`config.mk`:
```
export PLATFORM = sky130hd
export DESIGN_NAME = cartridge_bank_controller_core
export DESIGN_NICKNAME = d
export VERILOG_FILES = /design/src/rtl/core/cbc_pkg.sv /design/src/rtl/core/cbc_decode.sv /design/src/rtl/core/cbc_mod.sv /design/src/rtl/core/cartridge_bank_controller_core.sv
export SDC_FILE = /design/constraint.sdc
export NUM_CORES = 1
export LEC_CHECK = 0
export BUFFER_PORTS_ARGS = -buffer_cell sky130_fd_sc_hd__buf_2
export CAP_MARGIN = 25
export CORE_ASPECT_RATIO = 0.7
export CORE_MARGIN = 8
export CORE_UTILIZATION = 64
export CTS_BUF_LIST = sky130_fd_sc_hd__clkbuf_16
export CTS_CLUSTER_DIAMETER = 40
export DETAILED_ROUTE_END_ITERATION = 7
export GPL_TIMING_DRIVEN = 0
export PLACE_DENSITY = 0.86
export SLEW_MARGIN = 0
export SYNTH_ARGS = -nofsm -noshare
export SYNTH_HDL_FRONTEND = slang
export SYNTH_SLANG_ARGS = --single-unit
```
`constraint.sdc`:
```
create_clock -name i_clk -period 11.8 [get_ports i_clk]
set_input_delay 1.77 -clock i_clk [delete_from_list [all_inputs] [get_ports i_clk]]
set_output_delay 1.77 -clock i_clk [all_outputs]
set_load 0.02 [all_outputs]
```
`src/rtl/core/cbc_pkg.sv`:
```
// ----------------------------------------------------------------------------
// cbc_pkg
// Types and constants shared by the cartridge bank controller modules.
// ----------------------------------------------------------------------------
package cbc_pkg;

    // Controller types; codes 6 and 7 act as no controller
    typedef enum logic [2:0] {
        CT_NONE = 3'd0,
        CT_MBC1 = 3'd1,
        CT_MBC2 = 3'd2,
        CT_MBC3 = 3'd3,
        CT_MBC5 = 3'd4,
        CT_HUC1 = 3'd5
    } t_ctrl;

    // Configuration register indexes
    localparam logic [2:0] CFG_CTRL_TYPE  = 3'd0;
    localparam logic [2:0] CFG_ROM_COUNT  = 3'd1;
    localparam logic [2:0] CFG_RAM_COUNT  = 3'd2;
    localparam logic [2:0] CFG_RAM_FITTED = 3'd3;
    localparam logic [2:0] CFG_CLK_FITTED = 3'd4;
    localparam logic [2:0] CFG_RUMBLE     = 3'd5;

    localparam int unsigned CFG_IDX_W = 3;
    localparam int unsigned CFG_DATA_W = 9;

    // Remainder unit: dividend and divisor widths, one bit per step
    localparam int unsigned BANK_W    = 9;
    localparam int unsigned MOD_STEPS = BANK_W;
    localparam int unsigned STEP_W    = $clog2(MOD_STEPS);

    localparam logic [3:0] RAM_EN_KEY   = 4'hA;
    localparam logic [3:0] CLK_SEL_BASE = 4'h8;

    typedef struct packed {
        logic [14:0] write_address;
        logic [7:0]  write_data;
    } t_in_item;

    typedef struct packed {
        logic [7:0] rom_bank;
        logic [3:0] ram_bank;
        logic       ram_enabled;
        logic       clock_selected;
        logic       rejected;
    } t_out_item;

    typedef struct packed {
        logic [2:0] ctrl_type;
        logic       clock_fitted;
        logic       rumble_fitted;
    } t_dec_cfg;

    typedef struct packed {
        logic [7:0] low_select;
        logic [3:0] high_select;
        logic [3:0] ram_select;
        logic       banking_mode;
        logic       ram_enable;
    } t_latches;

    typedef struct packed {
        t_latches          latch;
        logic [BANK_W-1:0] raw_rom;
        logic [3:0]        raw_ram;
        logic              recompute;
        logic              rejected;
    } t_dec_out;

    typedef struct packed {
        logic              start;
        logic [BANK_W-1:0] dividend;
        logic [BANK_W-1:0] divisor;
    } t_mod_req;

    typedef struct packed {
        logic              done;
        logic [BANK_W-1:0] remainder;
    } t_mod_rsp;

    typedef enum logic [1:0] {
        ST_IDLE,
        ST_ROM,
        ST_RAM,
        ST_OUT
    } t_state;

endpackage

```
`src/rtl/core/cbc_decode.sv`:
```
// ----------------------------------------------------------------------------
// cbc_decode
// Decodes one control-area write into new latch values, the unreduced
// ROM/RAM bank numbers and the recompute / reject flags.
// ----------------------------------------------------------------------------
module cbc_decode import cbc_pkg::*; (
    input  t_in_item   i_item,
    input  t_dec_cfg   i_cfg,
    input  t_latches   i_latch,
    input  logic [7:0] i_cur_rom,
    input  logic [3:0] i_cur_ram,
    output t_dec_out   o_dec
);

    logic [2:0] area;
    logic [7:0] data;
    logic       bit8;
    logic       en_hit;
    t_latches   nl;
    logic       recompute;
    logic       rejected;
    logic [BANK_W-1:0] raw_rom;
    logic [3:0] raw_ram;
    logic [4:0] low5;
    logic [6:0] low7;

    assign area   = i_item.write_address[14:12];
    assign bit8   = i_item.write_address[8];
    assign data   = i_item.write_data;
    assign en_hit = (data[3:0] == RAM_EN_KEY);

    // Latch updates
    always_comb begin
        nl        = i_latch;
        recompute = 1'b0;
        rejected  = 1'b0;
        unique case (i_cfg.ctrl_type)
            CT_MBC1, CT_HUC1: begin
                if (area[2:1] == 2'd0) begin
                    nl.ram_enable = en_hit;
                end else if (area[2:1] == 2'd1) begin
                    nl.low_select = {3'd0, data[4:0]};
                    recompute     = 1'b1;
                end else if (area[2:1] == 2'd2) begin
                    nl.high_select = {2'd0, data[1:0]};
                    recompute      = 1'b1;
                end else begin
                    nl.banking_mode = data[0];
                    recompute       = 1'b1;
                end
            end
            CT_MBC2: begin
                if (area[2:1] == 2'd0) begin
                    if (!bit8) nl.ram_enable = en_hit;
                end else if (area[2:1] == 2'd1) begin
                    if (bit8) begin
                        nl.low_select = {4'd0, data[3:0]};
                        recompute     = 1'b1;
                    end
                end else begin
                    rejected = 1'b1;
                end
            end
            CT_MBC3: begin
                if (area[2:1] == 2'd0) begin
                    nl.ram_enable = en_hit;
                end else if (area[2:1] == 2'd1) begin
                    nl.low_select = {1'b0, data[6:0]};
                    recompute     = 1'b1;
                end else if (area[2:1] == 2'd2) begin
                    nl.high_select = data[3:0];
                    recompute      = 1'b1;
                end else if (i_cfg.clock_fitted) begin
                    // mode write here only latches, banks stay as they are
                    nl.banking_mode = data[0];
                end
            end
            CT_MBC5: begin
                if (area[2:1] == 2'd0) begin
                    nl.ram_enable = en_hit;
                end else if (area == 3'd2) begin
                    nl.low_select = data;
                    recompute     = 1'b1;
                end else if (area == 3'd3) begin
                    nl.high_select = {3'd0, data[0]};
                    recompute      = 1'b1;
                end else if (area[2:1] == 2'd2) begin
                    nl.ram_select = data[3:0];
                    recompute     = 1'b1;
                end else begin
                    rejected = 1'b1;
                end
            end
            default: begin
                rejected = 1'b1;
            end
        endcase
    end

    assign low5 = nl.low_select[4:0];
    assign low7 = nl.low_select[6:0];

    // Unreduced bank numbers from the updated latches
    always_comb begin
        raw_rom = {1'b0, i_cur_rom};
        raw_ram = i_cur_ram;
        unique case (i_cfg.ctrl_type)
            CT_MBC1, CT_HUC1: begin
                if (nl.banking_mode) begin
                    raw_ram = {2'd0, nl.high_select[1:0]};
                    raw_rom = (low5 == 5'd0) ? BANK_W'(1) : BANK_W'(low5);
                end else begin
                    raw_ram = 4'd0;
                    raw_rom = BANK_W'({nl.high_select[1:0], low5})
                            + BANK_W'(low5 == 5'd0);
                end
            end
            CT_MBC2: begin
                raw_rom = (nl.low_select[3:0] == 4'd0) ? BANK_W'(1)
                                                      : BANK_W'(nl.low_select[3:0]);
            end
            CT_MBC3: begin
                // RAM bank holds while the clock registers are selected
                if (!i_cfg.clock_fitted || nl.high_select < CLK_SEL_BASE) begin
                    raw_ram = {2'd0, nl.high_select[1:0]};
                end
                raw_rom = (low7 == 7'd0) ? BANK_W'(1) : BANK_W'(low7);
            end
            CT_MBC5: begin
                raw_rom = {nl.high_select[0], nl.low_select};
                raw_ram = i_cfg.rumble_fitted ? {1'b0, nl.ram_select[2:0]}
                                              : nl.ram_select;
            end
            default: begin
                raw_rom = {1'b0, i_cur_rom};
            end
        endcase
    end

    assign o_dec.latch     = nl;
    assign o_dec.raw_rom   = raw_rom;
    assign o_dec.raw_ram   = raw_ram;
    assign o_dec.recompute = recompute;
    assign o_dec.rejected  = rejected;

endmodule

```
`src/rtl/core/cbc_mod.sv`:
```
// ----------------------------------------------------------------------------
// cbc_mod
// Shared restoring remainder unit, one dividend bit per cycle.
// A zero divisor returns the dividend unchanged.
// ----------------------------------------------------------------------------
module cbc_mod import cbc_pkg::*; (
    input  logic     i_clk,
    input  logic     i_rst_n,
    input  t_mod_req i_req,
    output t_mod_rsp o_rsp
);

    logic              r_busy, n_busy;
    logic              r_done, n_done;
    logic [STEP_W-1:0] r_cnt, n_cnt;
    logic [BANK_W-1:0] r_rem, n_rem;
    logic [BANK_W-1:0] r_dvd, n_dvd;
    logic [BANK_W-1:0] r_div, n_div;
    logic [BANK_W:0]   trial;

    assign trial = {r_rem, r_dvd[BANK_W-1]};

    always_comb begin
        n_busy = r_busy;
        n_done = 1'b0;
        n_cnt  = r_cnt;
        n_rem  = r_rem;
        n_dvd  = r_dvd;
        n_div  = r_div;
        if (i_req.start) begin
            n_busy = 1'b1;
            n_cnt  = '0;
            n_rem  = '0;
            n_dvd  = i_req.dividend;
            n_div  = i_req.divisor;
        end else if (r_busy) begin
            if (trial >= {1'b0, r_div}) begin
                n_rem = BANK_W'(trial - {1'b0, r_div});
            end else begin
                n_rem = trial[BANK_W-1:0];
            end
            n_dvd = {r_dvd[BANK_W-2:0], 1'b0};
            n_cnt = r_cnt + STEP_W'(1);
            if (r_cnt == STEP_W'(MOD_STEPS - 1)) begin
                n_busy = 1'b0;
                n_done = 1'b1;
            end
        end
    end

    always_ff @(posedge i_clk) begin
        if (!i_rst_n) begin
            r_busy <= 1'b0;
            r_done <= 1'b0;
            r_cnt  <= '0;
        end else begin
            r_busy <= n_busy;
            r_done <= n_done;
            r_cnt  <= n_cnt;
        end
    end

    always_ff @(posedge i_clk) begin
        r_rem <= n_rem;
        r_dvd <= n_dvd;
        r_div <= n_div;
    end

    assign o_rsp.done      = r_done;
    assign o_rsp.remainder = r_rem;

endmodule

```
`src/rtl/core/cartridge_bank_controller_core.sv`:
```
// ----------------------------------------------------------------------------
// cartridge_bank_controller_core
// Bank controller for a handheld game cartridge (MBC1/MBC2/MBC3/MBC5/HuC1).
// Each input item is one CPU write into the 0x0000-0x7FFF control area; one
// result item follows with the current ROM and RAM bank, the RAM enable
// latch, the clock-select flag and a reject flag. Writes that select a bank
// run the new ROM and then RAM bank through one shared bit-serial remainder
// unit, nine steps each, to reduce them by the configured bank counts;
// enable writes, ignored and rejected writes show theirs in the next cycle.
// The input reopens the cycle after the result is taken. One item is in
// flight at a time; configuration writes are accepted at any cycle and
// belong in idle time.
// ----------------------------------------------------------------------------
module cartridge_bank_controller_core import cbc_pkg::*; (
    input  logic                  i_clk,
    input  logic                  i_rst_n,
    input  logic                  i_in_valid,
    output logic                  o_in_ready,
    input  t_in_item              i_in_item,
    output logic                  o_out_valid,
    input  logic                  i_out_ready,
    output t_out_item             o_out_item,
    input  logic                  i_cfg_valid,
    output logic                  o_cfg_ready,
    input  logic [CFG_IDX_W-1:0]  i_cfg_index,
    input  logic [CFG_DATA_W-1:0] i_cfg_data
);

    t_state     r_state, n_state;

    logic [2:0] r_ctrl_type;
    logic [8:0] r_rom_count;
    logic [4:0] r_ram_count;
    logic       r_ram_fitted;
    logic       r_clk_fitted;
    logic       r_rumble;

    t_latches   r_latch;
    logic [7:0] r_cur_rom;
    logic [3:0] r_cur_ram;
    logic [3:0] r_raw_ram;
    logic       r_rejected;

    t_dec_cfg   dec_cfg;
    t_dec_out   dec;
    t_mod_req   mod_req;
    t_mod_rsp   mod_rsp;
    logic       in_acc;
    logic       out_acc;
    logic       cfg_acc;

    assign in_acc  = i_in_valid && o_in_ready;
    assign out_acc = o_out_valid && i_out_ready;
    assign cfg_acc = i_cfg_valid && o_cfg_ready;

    assign dec_cfg.ctrl_type     = r_ctrl_type;
    assign dec_cfg.clock_fitted  = r_clk_fitted;
    assign dec_cfg.rumble_fitted = r_rumble;

    cbc_decode u_decode (
        .i_item    (i_in_item),
        .i_cfg     (dec_cfg),
        .i_latch   (r_latch),
        .i_cur_rom (r_cur_rom),
        .i_cur_ram (r_cur_ram),
        .o_dec     (dec)
    );

    cbc_mod u_mod (
        .i_clk   (i_clk),
        .i_rst_n (i_rst_n),
        .i_req   (mod_req),
        .o_rsp   (mod_rsp)
    );

    // Next state
    always_comb begin
        n_state = r_state;
        unique case (r_state)
            ST_IDLE: if (in_acc) n_state = dec.recompute ? ST_ROM : ST_OUT;
            ST_ROM:  if (mod_rsp.done) n_state = ST_RAM;
            ST_RAM:  if (mod_rsp.done) n_state = ST_OUT;
            ST_OUT:  if (i_out_ready) n_state = ST_IDLE;
            default: n_state = ST_IDLE;
        endcase
    end

    // Sequencer outputs; a zero divisor passes the bank through unreduced
    always_comb begin
        o_in_ready       = 1'b0;
        o_out_valid      = 1'b0;
        mod_req.start    = 1'b0;
        mod_req.dividend = dec.raw_rom;
        mod_req.divisor  = r_rom_count;
        unique case (r_state)
            ST_IDLE: begin
                o_in_ready    = 1'b1;
                mod_req.start = in_acc && dec.recompute;
            end
            ST_ROM: begin
                mod_req.start    = mod_rsp.done;
                mod_req.dividend = BANK_W'(r_raw_ram);
                mod_req.divisor  = r_ram_fitted ? BANK_W'(r_ram_count) : '0;
            end
            ST_RAM: begin
                mod_req.start = 1'b0;
            end
            ST_OUT: begin
                o_out_valid = 1'b1;
            end
            default: begin
                o_in_ready = 1'b0;
            end
        endcase
    end

    assign o_cfg_ready = 1'b1;

    always_ff @(posedge i_clk) begin
        if (!i_rst_n) begin
            r_state      <= ST_IDLE;
            r_ctrl_type  <= CT_NONE;
            r_rom_count  <= 9'd2;
            r_ram_count  <= 5'd1;
            r_ram_fitted <= 1'b0;
            r_clk_fitted <= 1'b0;
            r_rumble     <= 1'b0;
            r_latch      <= '0;
            r_cur_rom    <= 8'd1;
            r_cur_ram    <= 4'd0;
            r_rejected   <= 1'b0;
        end else begin
            r_state <= n_state;
            if (cfg_acc) begin
                unique case (i_cfg_index)
                    CFG_CTRL_TYPE:  r_ctrl_type  <= i_cfg_data[2:0];
                    CFG_ROM_COUNT:  r_rom_count  <= i_cfg_data;
                    CFG_RAM_COUNT:  r_ram_count  <= i_cfg_data[4:0];
                    CFG_RAM_FITTED: r_ram_fitted <= i_cfg_data[0];
                    CFG_CLK_FITTED: r_clk_fitted <= i_cfg_data[0];
                    CFG_RUMBLE:     r_rumble     <= i_cfg_data[0];
                    default: ;
                endcase
            end
            if (in_acc) begin
                r_latch    <= dec.latch;
                r_rejected <= dec.rejected;
            end
            if (mod_rsp.done && r_state == ST_ROM) begin
                r_cur_rom <= mod_rsp.remainder[7:0];
            end
            if (mod_rsp.done && r_state == ST_RAM) begin
                r_cur_ram <= mod_rsp.remainder[3:0];
            end
        end
    end

    always_ff @(posedge i_clk) begin
        if (in_acc) r_raw_ram <= dec.raw_ram;
    end

    assign o_out_item.rom_bank       = r_cur_rom;
    assign o_out_item.ram_bank       = r_cur_ram;
    assign o_out_item.ram_enabled    = r_latch.ram_enable;
    assign o_out_item.clock_selected = r_clk_fitted
                                    && (r_latch.high_select >= CLK_SEL_BASE);
    assign o_out_item.rejected       = r_rejected;

endmodule

```
==> impl_metrics.toml, run 1 <==
[place]
hpwl_um = 10970
place_ws_ps = 5910
placed_area_um2 = 5552
place.gp.congestion = 0.9805
io_buffers = 44
dpl.cell_count = 744

[sta]
final.setup.tns_ps = 0
whs_ps = 458.0
min_period_ps = 5604
hold_viol_final = 0
maxClockFrequency_mhz = 178.5
finalCritPeriodShare_pct = 47.49
tightest_slew_ps = 783.5
relSlewSlack_pct = 47.76
drv_slew = 0
finalSetupViolations = 0
setup_ws_ps = 6196
rsz0062_at_grt = "no"
clock_skew_ps = 5.738

[synthesis]
yosys_warnings = 0
ys_seq_area_share_pct = 38.46
syn_inst = 599
synthFlopType = "dfxtp_1"
avgSynthCellArea_um2 = 8.689
netlist_area_um2 = 5205
async_reset_ff_share_pct = 0
synth_edf_count = 22
ys_ff_latch = 89
yosysUniqueCellTypes = 74
syn_nets = 663

[run_status]
outcome = "completed"

[floorplan]
initial_utilization_pct = 66.13
std_cell_rows = 27
die-area_um2 = 11320
ios = 58
die_width_um = 123.8
core_um2 = 7871
die_y_um = 91.45

[clock_network]
clock_latency_ps = 340
numCtsBuffers = 9
htree_levels = 3
clkSinkCount = 89
cts_resized = 0
cts_hold_buf = 0
cts_tree = "yes"
postCtsSetupBuffers = 0
clk_pin_slew_worst_paths_ps = 70
root_buffer = "clkbuf_16"
cts.path.max_buffers = 2

[flow_run]
max-cap-violations = 0

[critical_path]
critical_path_class = "in2reg"
critPathMostFrequentCell = "ha_1"
cp_max_fo = 6
setup.worst_path.start_class = "input pin"
cp-end-kind = "flip-flop"
slowest_delay_ps = 610
crit_slowest_cell = "nor4b_2"
crit_required_ps = 11900
worstPathCellList = "buf_2, inv_1, ha_1, nor4b_2, nor2_2, o31ai_1, nand3_1, or3_1, or3_4, inv_2, ha_1, ha_1, a221oi_1, a221oi_1, a21o_1"
path_buf_inv = 3
cp_top_family = "simple AND/OR/NAND/NOR gates"
cp.arrival_ps = 5700

[detailed_routing]
vias = 4834
wl_um = 14650
dr.pass1.iters = 6
avgViaCountPerCell = 6.361
drtIter0Drc = 728
ant_nets = 0
drcViolationCount = 0
wl_per_cell_um = 19.27

[power_and_ir_drop]
peakVddDrop_v = 0.0001373
powerDensity_nw_per_um2 = 166.0
pwr-share-comb_pct = 30.9
fin_total_pwr_mw = 0.9712
swShare_pct = 34.94
cellLeakagePower_nw = 2.378
p_switching_mw = 0.3393
intPower_mw = 0.6319
pwr-share-clk_pct = 29.8
power_frac_seq_pct = 39.3

[global_route]
grt_max_degree = 17
grt_pass1_vias = 4646
antenna_found_initial = 0
gr-total-overflow = 0
grt_pass1_wl_um = 23170
grt_usage_pct = 25.94

[cells_and_area]
diodes = 0
design_area_um2 = 5852
final_cell_mix = "nand2_1 (82), dfxtp_1 (67), buf_2 (47)"
drive_above_1_share_pct = 12.44
nNetsFinal = 718
utilization_pct = 74.34
final_common_cell = "nand2_1"
stdcell_count = 760
synthToLayoutAreaGrowth_pct = 12.43

[min_path]
hp-class = "reg2reg"
## power groups by stage
stage	registers [mW]	clock network (mW)	logic [mW]
global route	0.386	0.305	0.329
finish	0.382	0.290	0.300
floorplan	0.375	0	0.220
global placement	0.384	0	0.278
detailed placement	0.386	0	0.288
CTS	0.380	0.292	0.291
## worst paths after layout
kind                               start                         to  slack, ps  depth (start not counted)
min            r_cur_rom[2]$_SDFFE_PN0P_  r_cur_rom[2]$_SDFFE_PN0P_        460                          2
min reg2reg    r_cur_rom[2]$_SDFFE_PN0P_  r_cur_rom[2]$_SDFFE_PN0P_        460                          2
max reg2reg  r_ctrl_type[2]$_SDFFE_PN0P_   u_mod.r_dvd[1]$_DFFE_PP_       7740                         14
max                        i_in_item[22]   u_mod.r_dvd[1]$_DFFE_PP_       6200                         15
## kinds of logic (layout without fill, tap and decap cells)
| logic type | Yosys count | in the layout | synth area share (%) |
|---|---|---|---|
| xor+xnor | 10 | 10 | 1.683 |
| other cells | 1 | 1 | 0.07205 |
| mux | 34 | 34 | 6.659 |
| buf+inv | 69 | 129 | 5.577 |
| compound gates | 146 | 146 | 19.25 |
| flops | 89 | 89 | 38.46 |
| simple gates | 226 | 226 | 22.38 |
| fa+ha+maj | 24 | 24 | 5.914 |
## routing by layer
layer / global-route usage [%] / wire length (µm) / up-vias
li1: - / - / 2252
met1: 34.72 / 6250 / 2265
met2: 35.95 / 6152 / 291
met3: 12.37 / 1980 / 26
met4: 7.592 / 263 / 0
met5: 0 / 0 / -
## final cells by class
| cell class | instances | area (µm²) |
|---|---|---|
| timing repair buffer | 44 | 220.2 |
| clock buffer | 9 | 225.2 |
| buffer | 32 | 151.4 |
| inverter | 37 | 138.9 |
| multi-input combinational | 441 | 2913 |
| tap | 101 | 126.4 |
| sequential | 89 | 2002 |
| clock inverter | 7 | 75.07 |
| fill | 601 | 2019 |
## tightest hold or removal path: stages, from the launching register on
cell	delay, ps
dfxtp_1	300
nand2_1	40
a21boi_0	60
## state kept, by name, indices dropped and copies added (netlist names)
register	flops
o_out_item	1
r_clk_fitted	1
r_ctrl_type	3
r_cur_ram	4
r_cur_rom	8
r_latch	16
r_ram_count	5
r_ram_fitted	1
r_raw_ram	4
r_rejected	1
r_rom_count	9
r_rumble	1
r_state	2
u_mod.r_busy	1
u_mod.r_cnt	4
u_mod.r_div	9
u_mod.r_done	1
u_mod.r_dvd	9
u_mod.r_rem	9
## Yosys cell counts (7+ instances only)
library cell | instances | share of area, %
nand4_1 | 9 | 1.1
edfxtp_1 | 22 | 13
inv_1 | 35 | 2.5
ha_1 | 23 | 5.5
nor2b_1 | 28 | 3.4
a21oi_1 | 21 | 2.0
nand3_1 | 19 | 1.8
a21boi_0 | 24 | 3.5
nand2_1 | 82 | 5.9
mux2i_1 | 32 | 6.2
a22oi_1 | 9 | 1.3
clkbuf_1 | 22 | 1.6
nor2_1 | 37 | 2.7
o21ai_0 | 35 | 3.4
dfxtp_1 | 67 | 26
and2_1 | 7 | 0.84
xnor2_1 | 7 | 1.2
No activity file was read; power rests on OpenSTA's default activity.
==> inputs of run 2 (changes only) <==
--- a/config.mk
+++ b/config.mk
@@ -9,12 +9,12 @@
 export CAP_MARGIN = 25
 export CORE_ASPECT_RATIO = 0.7
 export CORE_MARGIN = 8
-export CORE_UTILIZATION = 64
+export CORE_UTILIZATION = 59
 export CTS_BUF_LIST = sky130_fd_sc_hd__clkbuf_16
 export CTS_CLUSTER_DIAMETER = 40
 export DETAILED_ROUTE_END_ITERATION = 7
 export GPL_TIMING_DRIVEN = 0
-export PLACE_DENSITY = 0.86
+export PLACE_DENSITY = 0.8
 export SLEW_MARGIN = 0
 export SYNTH_ARGS = -nofsm -noshare
 export SYNTH_HDL_FRONTEND = slang
==> constraint.sdc (replaced) <==
create_clock -name i_clk -period 5.3 [get_ports i_clk]
set_input_delay 0.795 -clock i_clk [delete_from_list [all_inputs] [get_ports i_clk]]
set_output_delay 0.795 -clock i_clk [all_outputs]
set_load 0.02 [all_outputs]
==> run 2 against run 1 <==
Design area hardly changed. Clock skew is 1.3 ps higher. Combinational power is 120% higher. Critical endpoint unchanged. Die area is 7.2% higher.
==> impl_metrics.toml, run 2 (same netlist as run 1, synthesis figures left out) <==
[place]
place.gp.congestion = 0.9316
placed_area_um2 = 5575
place_ws_ps = 415.5
hpwl_um = 10520
io_buffers = 44

[cells_and_area]
nNetsFinal = 718
diodes = 0
largest_reg_flops = 16
final_cell_mix = "nand2_1 (82), dfxtp_1 (67), buf_2 (47)"
multi_input_area_um2 = 2913
synthToLayoutAreaGrowth_pct = 12.36
top_register = "r_latch"
final_common_cell = "nand2_1"
drive_above_1_share_pct = 12.44
fillCellCount = 714
design_area_um2 = 5848
regArea_um2 = 2002

[critical_path]
cp-end-kind = "flip-flop"
cp_max_fo = 7
r2r_setup_slack_ps = 1260
cp_top_family = "simple AND/OR/NAND/NOR gates"
crit_slowest_cell = "nor4b_2"
critical_path_class = "in2reg"
path_buf_inv = 4
cp.arrival_ps = 4670
slowest_delay_ps = 590
worstPathCellList = "buf_2, inv_1, ha_1, nor4b_2, nor2_2, or2_1, buf_6, mux2_4, or3_1, or3_4, inv_2, ha_1, ha_1, a221oi_1, a221oi_1, a21o_1"
critPathMostFrequentCell = "ha_1"
crit_required_ps = 5400
setup.worst_path.start_class = "input pin"

[clock_network]
htree_levels = 3
numCtsBuffers = 9
cts.path.max_buffers = 2
postCtsSetupBuffers = 0
cts_resized = 0
root_buffer = "clkbuf_16"
clock_latency_ps = 340
cts_tree = "yes"
clkSinkCount = 89
cts_hold_buf = 0
clk_pin_slew_worst_paths_ps = 70

[sta]
finalSetupViolations = 0
finalCritPeriodShare_pct = 86.32
maxClockFrequency_mhz = 218.6
hold_viol_final = 0
min_period_ps = 4575
tightest_slew_ps = 802.3
drv_slew = 0
rsz0062_at_grt = "no"
relSlewSlack_pct = 46.51
clock_skew_ps = 7.045
setup_ws_ps = 725.3
final.setup.tns_ps = 0

[floorplan]
core_um2 = 8513
std_cell_rows = 28
initial_utilization_pct = 61.14
die_width_um = 128.3
ios = 58
die-area_um2 = 12130
die_y_um = 94.59

[detailed_routing]
wl_um = 13940
vias = 4681
dr.pass1.iters = 5
ant_nets = 0
avgViaCountPerCell = 6.009
wl_per_cell_um = 17.90
drtIter0Drc = 470
drcViolationCount = 0

[global_route]
grt_pass1_wl_um = 22380
grt_max_degree = 16
grt_pass1_vias = 4337
antenna_found_initial = 0
grt_usage_pct = 23.54
gr-total-overflow = 0

[power_and_ir_drop]
cellLeakagePower_nw = 2.373
peakVddDrop_v = 0.0001948
powerDensity_nw_per_um2 = 357.9
fin_total_pwr_mw = 2.093

[run_status]
outcome = "completed"

[flow_run]
max-cap-violations = 0

[min_path]
hp-class = "reg2reg"
[run 2: changes by cell type in the layout (fill, tap and decap cells not counted), sizes merged]
| cell | delta |
|---|---|
| bufinv | -1 |
| clkinv | +1 |
[run 2: per-stage QoR]
step | utilization, % | cells | hold slack, ps
final | 68.69 | 779 | 461.3
after global routing | 68.69 | 779 | 492.6
after CTS | 68.69 | 779 | 468.2
after detailed placement | 65.49 | 763 | 458.4
after global placement | 65.49 | 763 | 449.6
after floorplan | - | 599 | 438.9
[run 2: where the power goes]
group	total (mW)	leakage (nW)	switching, mW	internal (mW)
clock network	0.588	0.142	0.271	0.318
logic	0.653	1.48	0.392	0.262
registers	0.852	0.750	0.0773	0.774
[run 2: worst min-delay path: cells and delay by family, from the launching register on]
family           cells  cell delay, ps
flip-flops           1             310
AND/OR/NAND/NOR      1              50
AO/OA/AOI/OAI        1              60
[run 2: worst paths after layout]
path | from | end | cells past startpoint
worst max-delay path | i_in_item[21] | u_mod.r_dvd[1]$_DFFE_PP_ | 16
worst max register to register | r_ctrl_type[2]$_SDFFE_PN0P_ | u_mod.r_dvd[1]$_DFFE_PP_ | 14
worst min register to register | r_rom_count[7]$_SDFFE_PN0P_ | r_rom_count[7]$_SDFFE_PN0P_ | 2
worst min-delay path | r_rom_count[7]$_SDFFE_PN0P_ | r_rom_count[7]$_SDFFE_PN0P_ | 2
[run 2: final cells by class]
type,count,share of cell area [%]
flip-flops and latches,89,34.23
clock inverters,7,0.8130
clock buffers,9,3.851
well taps,120,2.567
plain buffers,32,2.589
multi-input cells,441,49.81
repair buffers,44,3.766
inverters,37,2.375
[run 2: routing by layer]
metal / track usage [%] / vias up / wire length, µm
li1: - / 2242 / -
met5: 0 / - / 0
met4: 5.616 / 0 / 170
met2: 34.44 / 232 / 5759
met3: 6.021 / 18 / 1535
met1: 33.82 / 2189 / 6477
==> inputs of run 3 (changes only) <==
--- a/config.mk
+++ b/config.mk
@@ -11,9 +11,10 @@
 export CORE_MARGIN = 8
 export CORE_UTILIZATION = 59
 export CTS_BUF_LIST = sky130_fd_sc_hd__clkbuf_16
-export CTS_CLUSTER_DIAMETER = 40
+export CTS_CLUSTER_DIAMETER = 30
 export DETAILED_ROUTE_END_ITERATION = 7
 export GPL_TIMING_DRIVEN = 0
+export MAX_ROUTING_LAYER = met4
 export PLACE_DENSITY = 0.8
 export SLEW_MARGIN = 0
 export SYNTH_ARGS = -nofsm -noshare
==> run 3 against run 2 <==
Wire length up 0.26%. Design area up 0.58%. Core utilization increased by 0.40 points. Setup slack got worse by 18 ps. Cell count stayed put. Non-clock buffer count unchanged. Clock-buffer cell count is 2 higher. First-iteration DRC count is 8.3% higher. Critical path type unchanged. Largest cell class unchanged.
==> impl_metrics.toml, run 3 (same netlist as run 1, synthesis figures left out) <==
[run_status]
outcome = "completed"

[place]
io_buffers = 44
hpwl_um = 10690
place.gp.congestion = 0.9406
placed_area_um2 = 5575
place_ws_ps = 414.8

[clock_network]
clkSinkCount = 89
cts_hold_buf = 0
clk_pin_slew_worst_paths_ps = 60
cts_resized = 0
htree_levels = 3
clock_latency_ps = 340
cts_tree = "yes"
root_buffer = "clkbuf_16"
cts.path.max_buffers = 2
postCtsSetupBuffers = 0
numCtsBuffers = 9

[detailed_routing]
wl_met3_um = 1504
avgViaCountPerCell = 6.023
top_layer = "met4"
wl_per_cell_um = 17.94
ant_nets = 0
vias = 4692
wl_met2_um = 5676
drtIter0Drc = 509
m1WireLength_um = 6607
wl_um = 13980
dr.pass1.iters = 5
drcViolationCount = 0

[power_and_ir_drop]
pwr-share-comb_pct = 30.5
swShare_pct = 34.34
cellLeakagePower_nw = 2.387
intPower_mw = 1.412
powerDensity_nw_per_um2 = 365.7
peakVddDrop_v = 0.0001954
p_switching_mw = 0.7386
power_frac_seq_pct = 39.4
pwr-share-clk_pct = 30.1

[cells_and_area]
drive_above_1_share_pct = 12.44
final_cell_mix = "nand2_1 (82), dfxtp_1 (67), buf_2 (47)"
diodes = 0
design_area_um2 = 5882
final_common_cell = "nand2_1"
largest_reg_flops = 16
top_register = "r_latch"
nNetsFinal = 718
synthToLayoutAreaGrowth_pct = 13.00

[floorplan]
die_y_um = 94.59
die_width_um = 128.3
initial_utilization_pct = 61.14
core_um2 = 8513
die-area_um2 = 12130
std_cell_rows = 28
ios = 58

[critical_path]
timing.rr.start = "r_ctrl_type[2]$_SDFFE_PN0P_"
setup.worst_path.start_class = "input pin"
critical_path_class = "in2reg"
cp-end-kind = "flip-flop"
cp_max_fo = 7
r2r_setup_slack_ps = 1280
reg2reg_depth = 14
cp.arrival_ps = 4700
r2r-end = "u_mod.r_dvd[1]$_DFFE_PP_"
crit_required_ps = 5400

[global_route]
grt_pass1_wl_um = 22520
grt_usage_pct = 24.39
grt_max_degree = 16
grt_pass1_vias = 4400
gr-total-overflow = 0
antenna_found_initial = 0

[sta]
tightest_slew_ps = 791.8
maxClockFrequency_mhz = 217.7
min_period_ps = 4593
rsz0062_at_grt = "no"
finalCritPeriodShare_pct = 86.65
drv_slew = 0
final.setup.tns_ps = 0
relSlewSlack_pct = 47.22
finalSetupViolations = 0
clock_skew_ps = 3.833
setup_ws_ps = 707.4
hold_viol_final = 0

[min_path]
min_delay_path_depth = 2
worstHoldEndpoint = "r_cur_rom[4]$_SDFFE_PN0P_"
hp-class = "reg2reg"
min_from = "r_cur_rom[4]$_SDFFE_PN0P_"

[flow_run]
max-cap-violations = 0
[run 3: cell types whose count changed in the layout (fill, tap and decap cells not counted), sizes merged]
| cell | previous run | this run |
|---|---|---|
| clkinv | 5 | 2 |
| clkbuf | 32 | 34 |
| inv | 39 | 40 |
[run 3: metal layers]
| layer | vias to the layer above | track usage (%) |
|---|---|---|
| li1 | 2237 | - |
| met1 | 2198 | 33.27 |
| met2 | 241 | 34.35 |
| met3 | 16 | 7.259 |
| met4 | 0 | 6.108 |
| met5 | - | - |
[run 3: worst max-delay path by stage]
| stage | startpoint | to | slack (ps) | cells past startpoint |
|---|---|---|---|---|
| after global routing | i_in_item[21] | u_mod.r_dvd[1]$_DFFE_PP_ | 510 | 16 |
| after detailed placement | i_in_item[21] | u_mod.r_dvd[1]$_DFFE_PP_ | 410 | 17 |
| after CTS | i_in_item[21] | u_mod.r_dvd[1]$_DFFE_PP_ | 780 | 17 |
| after global placement | i_in_item[22] | u_mod.r_dvd[1]$_DFFE_PP_ | 430 | 17 |
| final | i_in_item[22] | u_mod.r_dvd[1]$_DFFE_PP_ | 710 | 16 |
| after floorplan | i_in_item[21] | u_mod.r_dvd[1]$_DFFE_PP_ | 950 | 16 |
[run 3: power groups by stage]
stage	clock, mW	combinational [mW]	sequential (mW)
CTS	0.654	0.642	0.845
global route	0.681	0.730	0.857
global placement	0	0.618	0.857
floorplan	0	0.490	0.834
finish	0.647	0.656	0.848
detailed placement	0	0.638	0.860
[run 3: cell type report]
| cell class | instances | area, µm² |
|---|---|---|
| flip-flops and latches | 89 | 2002 |
| clock buffers | 11 | 275.3 |
| well taps | 120 | 150.1 |
| repair buffers | 44 | 220.2 |
| multi-input cells | 441 | 2913 |
| inverters | 37 | 138.9 |
| fillers | 711 | 2631 |
| plain buffers | 32 | 151.4 |
| clock inverters | 5 | 31.28 |
[run 3: metrics by stage]
stage               cells  hold WS, ps  power (mW)  util (%)
global route          779        489.1       2.269     69.09
global placement      763        448.8       1.475     65.49
detailed placement    763        457.7       1.497     65.49
floorplan             599        438.9       1.324         -
finish                779        461.7       2.151     69.09
CTS                   779        467.1       2.141     69.09
[run 3: worst max-delay path, cell delays in order]
cell and delay, ps:
buf_2 150, inv_1 110, ha_1 230, nor4b_2 600
nor2_2 170, or2_1 280, buf_6 140, mux2_4 330
or3_1 390, or3_4 390, inv_2 50, ha_1 220
ha_1 260, a221oi_1 270, a221oi_1 110, a21o_1 180
